**config.mk**
```make
export PLATFORM = sky130hd
export DESIGN_NAME = gf2mmr_mul_step
export DESIGN_NICKNAME = d
export VERILOG_FILES = /design/src/hdl/gf2mmr_pkg.sv /design/src/hdl/gf2mmr_mul_step.sv
export SDC_FILE = /design/constraint.sdc
export NUM_CORES = 1
export LEC_CHECK = 0
export ABC_AREA = 1
export BUFFER_PORTS_ARGS = -buffer_cell sky130_fd_sc_hd__buf_2
export CORE_MARGIN = 2
export CORE_UTILIZATION = 60
export DETAILED_ROUTE_END_ITERATION = 12
export PLACE_DENSITY = 0.82
export SLEW_MARGIN = 10
export SYNTH_ARGS = -nofsm -noshare
export SYNTH_HDL_FRONTEND = slang
export SYNTH_SLANG_ARGS = --single-unit
```
**constraint.sdc**
```tcl
create_clock -name vclk -period 4.6
set_clock_uncertainty 0.05 [all_clocks]
set_input_delay 0.69 -clock vclk [all_inputs]
set_output_delay 0.69 -clock vclk [all_outputs]
set_load 0.05 [all_outputs]
```
**src/hdl/gf2mmr_pkg.sv**
```systemverilog
`default_nettype none

package gf2mmr_pkg;

  // field and exponent sizing
  localparam int unsigned DEGREE     = 16;
  localparam int unsigned EXP_BITS   = 32;
  // port field widths
  localparam int unsigned EXPONENT_W = 32;
  localparam int unsigned FIELD_W    = 16;
  localparam int unsigned TAPS_W     = 16;
  localparam logic [TAPS_W-1:0] TAPS_RESET = TAPS_W'(45);

  // multiplier bits consumed per cycle by the shared step unit
  localparam int unsigned STEP_BITS = 8;
  localparam int unsigned NCHUNK    = (DEGREE + STEP_BITS - 1) / STEP_BITS;
  localparam int unsigned CHUNK_W   = (NCHUNK > 1) ? $clog2(NCHUNK) : 1;
  localparam int unsigned BIT_IDX_W = (EXP_BITS > 1) ? $clog2(EXP_BITS) : 1;

  typedef logic [DEGREE-1:0] elem_t;

  typedef enum logic [1:0] {
    ST_IDLE,
    ST_RUN,
    ST_FINISH
  } state_e;

  // operands of one multiply step
  typedef struct packed {
    elem_t                part;
    elem_t                base;
    logic [STEP_BITS-1:0] bits;
    elem_t                taps;
    logic                 do_x;
  } step_req_t;

  // multiply by x modulo the field polynomial
  function automatic elem_t times_x(elem_t a, elem_t taps);
    elem_t r;
    r = a << 1;
    if (a[DEGREE-1]) begin
      r = r ^ taps;
    end
    return r;
  endfunction

endpackage

`default_nettype wire

```
**src/hdl/gf2mmr_mul_step.sv**
```systemverilog
`default_nettype none

module gf2mmr_mul_step import gf2mmr_pkg::*; (
  input  step_req_t req_i,
  output elem_t     part_o
);

  always_comb begin
    elem_t r;
    r = req_i.part;
    // msb-first shift-and-add over one chunk of the multiplier
    for (int i = STEP_BITS - 1; i >= 0; i--) begin
      r = times_x(r, req_i.taps);
      if (req_i.bits[i]) begin
        r = r ^ req_i.base;
      end
    end
    if (req_i.do_x) begin
      r = times_x(r, req_i.taps);
    end
    part_o = r;
  end

endmodule

`default_nettype wire

```
# == Yosys cells after proc, flatten, opt, wreduce, memory -nomap -nowiden ==
# Cells that the tools add are included.
# totals
ff_bits,0
inputBits,57
output_inout_bits,16
elab_cells,35
# classes
mux,18
n_bitwise,17
# ops
cell,n
$mux W16,18
$xor A16 B16 Y16,17

# == Longest topological paths before layout ==
# Gate-level depths: netlist of run 1.
# depth
word_depth,35
ltp_mapped,35
mapped_depth_nobuf,33

# == Worst setup path after synthesis of run 1 ==
# Ideal clock, no wire load.
# synth_timing
kind,input to output
start,in req_i[40] (netlist bit)
end,out part_o[15]
t_arrival_ns,3.855
t_required_ns,3.860
path_slack_ns,0.005
stages,28
n_path_buf,3
path_cell_list,buf_4 > nand2_1 > inv_1 > nand2_1 > nand2_1 > nand2_1 > inv_1 > nor2_1 > nand2_2 > nand2_4 > nand2_2 > nand3_2 > nand2_4 > inv_4 > nand3_4 > nand2_4 > nand2_2 > nand2_2 > nand2_2 > buf_6 > buf_2 > o21ai_0 > nand3_1 > nand2_1 > xor2_1 > nand2_1 > nand3_1 > xor2_1
# synth_via
elab_chain_len,32
# synth_rtl
item,line,rtl
from (decl),gf2mmr_mul_step.sv:4,"input step_req_t req_i,"
$xor A16 B16 Y16,gf2mmr_mul_step.sv:15,r = r ^ req_i.base;
$mux W16,gf2mmr_mul_step.sv:14,if (req_i.bits[i]) begin
$mux W16,gf2mmr_pkg.sv:41,if (a[DEGREE-1]) begin
$xor A16 B16 Y16,gf2mmr_mul_step.sv:15,
$mux W16,gf2mmr_mul_step.sv:14,
$xor A16 B16 Y16,gf2mmr_pkg.sv:42,r = r ^ taps;
$mux W16,gf2mmr_pkg.sv:41,
$xor A16 B16 Y16,gf2mmr_mul_step.sv:15,
[16 not listed],--,
$mux W16,gf2mmr_mul_step.sv:14,
$xor A16 B16 Y16,gf2mmr_pkg.sv:42,
$mux W16,gf2mmr_pkg.sv:41,
$xor A16 B16 Y16,gf2mmr_mul_step.sv:15,
$mux W16 (*),gf2mmr_mul_step.sv:14,
$xor A16 B16 Y16,gf2mmr_pkg.sv:42,
$mux W16,gf2mmr_pkg.sv:41,
$mux W16 (*),gf2mmr_mul_step.sv:18,if (req_i.do_x) begin
to (decl),gf2mmr_mul_step.sv:5,output elem_t part_o
# Mark *: on every way between the ends. The rest lies on a longest branch, timed or not.

# == Worst setup path after layout of run 1 ==
# layout_timing
start,in req_i[55] (netlist bit)
end,out part_o[10]
# layout_via
elab_chain_len,34
# layout_rtl
item,line
$xor A16 B16 Y16,gf2mmr_pkg.sv:42
$mux W16 (*),gf2mmr_pkg.sv:41
$xor A16 B16 Y16,gf2mmr_mul_step.sv:15
$mux W16 (*),gf2mmr_mul_step.sv:14
$mux W16 (*),gf2mmr_pkg.sv:41
$xor A16 B16 Y16,gf2mmr_mul_step.sv:15
$mux W16 (*),gf2mmr_mul_step.sv:14
$xor A16 B16 Y16,gf2mmr_pkg.sv:42
[18 not listed],--
$mux W16 (*),gf2mmr_mul_step.sv:14
$xor A16 B16 Y16,gf2mmr_pkg.sv:42
$mux W16 (*),gf2mmr_pkg.sv:41
$xor A16 B16 Y16,gf2mmr_mul_step.sv:15
$mux W16 (*),gf2mmr_mul_step.sv:14
$xor A16 B16 Y16,gf2mmr_pkg.sv:42
$mux W16,gf2mmr_pkg.sv:41
$mux W16 (*),gf2mmr_mul_step.sv:18
# Marked as above.

==> summary.txt, run 1 <==
Finish
  • Share of cells above drive strength 1: 19.4%
  • Layout Nets: 1,325
  • Multi-input gate area: 0.00498 sq mm
  • Register Area: 0 sq um
  • Commonest non-fill, non-tap cell in the layout: nand2_1
  • Flip-flop and latch count: 0
  • N_diodes: 0
  • Layout fillers: 743
  • Fin cells: 1,377
  • Area Growth Syn to Fin: 21.8%
  • Fin util: 74.5%
  • CLK BUF: 0
  • Most frequent cells in the layout: nand2_1 (554), nand3_1 (171), inv_1 (158), nand2_2 (47), buf_2 (46)

Placement
  • Final HPWL DP: 12,200 um
  • DP Worst Slack: 45.8 ps
  • GPL Wtd Cong: 0.965
  • Placed insts: 1,359
  • IO buf count: 73

Pwr
  • Sw Share: 63.3%
  • LEAKAGE: 0.00428 uW
  • Combinational power share: 100.0%
  • Power Internal: 956 uW
  • P per Cell Area: 384 mW/mm^2
  • Sequential Power Share: 0%
  • Clock share of power: 0%
  • Peak supply drop: 0.236 mV
  • Total chip power: 2600 uW
  • Psw: 1650 uW

Global routing
  • Remaining Overflow, GRT: 0
  • Largest net degree at the start of global routing: 27
  • Gr usage total: 30.4%
  • Initial antenna violation count: 0
  • First-pass GRT wire length: 26,700 um
  • Vias in the first global route: 6,548

STA
  • Worst-margin pin slew: 455 ps
  • Shortest period the worst path allows: 4600 ps
  • Max-slew violation count: 0
  • Fin crit share: 100%
  • Smallest hold slack: 1860 ps
  • Slew margin rel.: 69.6%
  • Fmax: 217 MHz
  • Hold Vio Cnt, Final: 0
  • Setup ws final: -4.79 ps
  • Setup violators final: 2

Setup path
  • Crit-path max FO: 7
  • Critical Path Max Stage Delay: 210 ps
  • Most common cell on crit path: nand2_2
  • Setup Crit Path Kind: primary input to output pin
  • Slowest stage cell, crit path: xor2_2
  • Crit end category: output pin
  • CP bufs+invs: 8
  • CP Launch Type: primary input
  • Crit path arrival time: 3860 ps
  • CP top delay family: simple AND/OR/NAND/NOR gates
  • Worst endpoint required time: 3860 ps

Synthesis
  • Synth Instances: 1,215
  • Synth area leader: nand2_1
  • Ranking of synthesized cells by area: nand2_1 (41%), nand3_1 (17%), inv_1 (11%), xor2_1 (5.2%), xnor2_1 (5.0%)
  • Seq/Total Area, Yosys: 0%
  • Post-Syn Area: 0.00557 sq mm
  • Post-synth top area share: 40.5%
  • Ys Warns: 0
  • Synthesized Nets: 1,272
  • Yosys cell types: 30
  • Synth Area per Inst: 4.58 sq um

Hold path
  • HP Class: primary input to output pin

Flow run
  • Max-cap violations: 0

Routing
  • Starting DRC count in detailed routing: 528
  • Pre-antenna DRT Iters: 5
  • DR vias/cell: 5.56
  • Residual DRC: 0
  • Post-route antenna net violation count: 0
  • Vias: 7,658
  • WL per Instance: 12.9 um
  • WL final: 17,700 um

Floorplan
  • Initial core utilization: 61.1%
  • Top-Level Pins: 73
  • Die Y: 100 um
  • Core ar.: 0.00911 sq mm
  • Die W: 100 um
  • Row count: 35
  • Die area: 0.0101 sq mm

Status
  • Failing checks: setup timing
  • Status: finished, violations left
## metal layers
layer,up-vias,share of wire [%],track usage [%]
met2,371,50,58.9
met4,0,3.6,7.48
li1,3825,-,-
met5,-,0,0
met3,81,8.4,1.39
met1,3381,38,36.4
## cells in the mapped netlist (5+ instances only)
master and count:
nand3_1 191, xnor2_1 32, buf_1 5, buf_4 10
o21bai_1 5, inv_1 162, o21ai_0 13, nand2_1 601
nand3b_1 21, nand4_1 16, nor2_1 30, nand2_2 9
clkbuf_1 24, xor2_1 33, nand3_2 12, nand2_4 6
or2_2 6, buf_2 25
## worst paths after layout
| path | from | endpoint | slack [ps] | depth (start not counted) |
|---|---|---|---|---|
| worst max-delay path | req_i[55] | part_o[10] | -5 | 34 |
| worst min-delay path | req_i[0] | part_o[12] | 1860 | 4 |
## timing repair
action / 4_1_cts / 5_1_grt
setup buffers: 0 / 15
hold buffers: 0 / 0
resized for setup: 0 / 197
setup endpoints to repair: 0 / 16
hold endpoints to repair: 0 / 0
## cells by family (layout without fill, tap and decap cells)
logic type | Yosys count | in the layout | share of synthesized area, %
xor gates and xnor gates | 65 | 65 | 10.2
and+or+nand+nor | 894 | 894 | 69.9
buffers and inverters | 232 | 283 | 17.4
AOI/OAI and AO/OA | 24 | 24 | 2.52
## metrics by stage
step           TNS [ps]  cell area (sq um)
6_report          -5.36               6790
5_1_grt           -2360               6790
4_1_cts               0               5970
3_5_place_dp          0               5970
3_3_place_gp          0               5970
2_1_floorplan         0               5570
## worst min-delay path, stage by stage
cell	delay, ps
buf_2	220
nand3_2	110
nand2_1	60
buf_6	150
## power by group through the flow
| stage | clock network (uW) | registers [uW] | logic (uW) |
|---|---|---|---|
| 2_1_floorplan | 0 | 0 | 1720 |
| 3_3_place_gp | 0 | 0 | 2090 |
| 3_5_place_dp | 0 | 0 | 2130 |
| 4_1_cts | 0 | 0 | 2130 |
| 5_1_grt | 0 | 0 | 2860 |
| 6_report | 0 | 0 | 2600 |
## cell type report
class | count | share of cell area (%)
Multi-Input combinational cell | 983 | 73.4
Tap cell | 111 | 2.05
Timing Repair Buffer | 118 | 15.3
Inverter | 165 | 9.28
Note: power is estimated with default switching activity, not from simulation.
==> run 2: changes to the inputs <==
- CORE_ASPECT_RATIO: not set -> 1.1
==> run 2 against run 1 <==
  * The run still ends with setup timing left
  * Global-route usage grew 1.8 points
  * Total power grew 1.8%
  * Highest routed layer unchanged
  * Combinational power grew 2%
  * Die area is essentially flat
  * Critical endpoint is now part_o[13]
  * Worst setup slack lost 50 ps
  * Sequential share of layout area is the same
==> summary.txt, run 2 (synthesis results as in run 1) <==
Finish
  • CLK BUF: 0
  • Fin util: 76.1%
  • Share of cells above drive strength 1: 21.7%
  • Final Cell Area: 0.00682 sq mm
  • Commonest non-fill, non-tap cell in the layout: nand2_1
  • Multi-input gate area: 0.00509 sq mm
  • Flip-flop and latch count: 0
  • Most frequent cells in the layout: nand2_1 (536), nand3_1 (160), inv_1 (157), nand2_2 (64), buf_2 (52)
  • N_diodes: 0
  • Layout fillers: 685
  • Layout Nets: 1,324
  • Area Growth Syn to Fin: 22.4%
  • Register Area: 0 sq um

Setup path
  • Crit path arrival time: 3910 ps
  • Worst endpoint required time: 3860 ps
  • Most common cell on crit path: nand2_2
  • Crit-path max FO: 6
  • CP Launch Type: primary input
  • Setup Crit Path Kind: primary input to output pin
  • Slowest stage cell, crit path: nor2_4
  • Crit end category: output pin
  • Critical Path Max Stage Delay: 220 ps

STA
  • Smallest hold slack: 1890 ps
  • Max-slew violation count: 0
  • Setup ws final: -55.0 ps
  • Shortest period the worst path allows: 4650 ps
  • Fin crit share: 101%
  • Unrepaired setup endpoints after global routing: true
  • Worst-margin pin slew: 453 ps
  • Setup violators final: 10
  • Hold Vio Cnt, Final: 0
  • Fmax: 215 MHz
  • Slew margin rel.: 69.8%

Floorplan
  • Initial core utilization: 62.1%
  • Core ar.: 0.00896 sq mm
  • Row count: 36
  • Die Y: 105 um
  • Top-Level Pins: 73
  • Die area: 0.0101 sq mm
  • Die W: 95.9 um

Routing
  • Starting DRC count in detailed routing: 807
  • Pre-antenna DRT Iters: 9
  • Vias: 7,813
  • Residual DRC: 0
  • WL per Instance: 13.4 um
  • Post-route antenna net violation count: 0
  • DR vias/cell: 5.67
  • WL final: 18,400 um

Placement
  • DP Worst Slack: 4.03 ps
  • Post-DP Area: 0.00597 sq mm
  • IO buf count: 73
  • GPL Wtd Cong: 0.960
  • Final HPWL DP: 12,900 um

Flow run
  • Max-cap violations: 0

Global routing
  • Initial antenna violation count: 0
  • Gr usage total: 32.2%
  • Largest net degree at the start of global routing: 26
  • Vias in the first global route: 6,434
  • Remaining Overflow, GRT: 0
  • First-pass GRT wire length: 27,400 um

Pwr
  • Peak supply drop: 0.282 mV
  • P per Cell Area: 389 mW/mm^2
  • LEAKAGE: 0.00428 uW

Status
  • Status: finished, violations left
  • Failing checks: setup timing

Hold path
  • HP Class: primary input to output pin
run 2: cell types whose count changed in the layout (fill, tap and decap cells not counted), moves of 3 or more:
cell,delta
nand2_1,-18
nand3_2,+11
nand2_2,+17
buf_2,+6
nand3_1,-11
clkbuf_4,-3
run 2: path summary, 6_finish.rpt:
check                      from          to  slack [ps]  depth (start not counted)
worst max-delay path  req_i[39]  part_o[13]         -50                         32
worst min-delay path   req_i[0]  part_o[10]        1890                          4
run 2: timing repair:
action,in CTS,in global routing
hold buffers,0,0
cloned,0,1
endpoints found under the hold margin,0,0
endpoints found under the setup margin,1,16
pin swaps,0,67
gates resized for setup,1,221
setup buffers,0,15
run 2: power by group:
part | total (uW) | leakage (uW) | internal [uW] | switching [uW]
registers | 0 | 0 | 0 | 0
logic | 2650 | 0.00428 | 954 | 1700
clock network | 0 | 0 | 0 | 0
total | 2650 | 0.00428 | 954 | 1700
run 2: final cells by class:
type	count	share of cell area [%]
Multi-Input combinational cell	983	74.6
Tap cell	114	2.09
Timing Repair Buffer	117	14.0
Inverter	165	9.27
run 2: worst max-delay path, delay by kind of cell:
family / cells / cell delay [ps]
and+or+nand+nor: 25 / 2390
buffers and inverters: 7 / 830
run 2: metrics by stage:
step | TNS [ps] | instances | power, uW
5_1_grt | -3430 | 1379 | 2910
4_1_cts | 0 | 1363 | 2140
6_report | -339 | 1379 | 2650
3_3_place_gp | 0 | 1363 | 2090
3_5_place_dp | 0 | 1363 | 2130
2_1_floorplan | 0 | 1215 | 1720
run 2: per-layer routing:
metal | GRT usage (%) | vias to the layer above | routed length [um]
met3 | 1.59 | 113 | 1750
met1 | 40.5 | 3434 | 6920
li1 | - | 3831 | -
met4 | 13.5 | 0 | 1080
met2 | 55.7 | 435 | 8680
met5 | 0 | - | 0
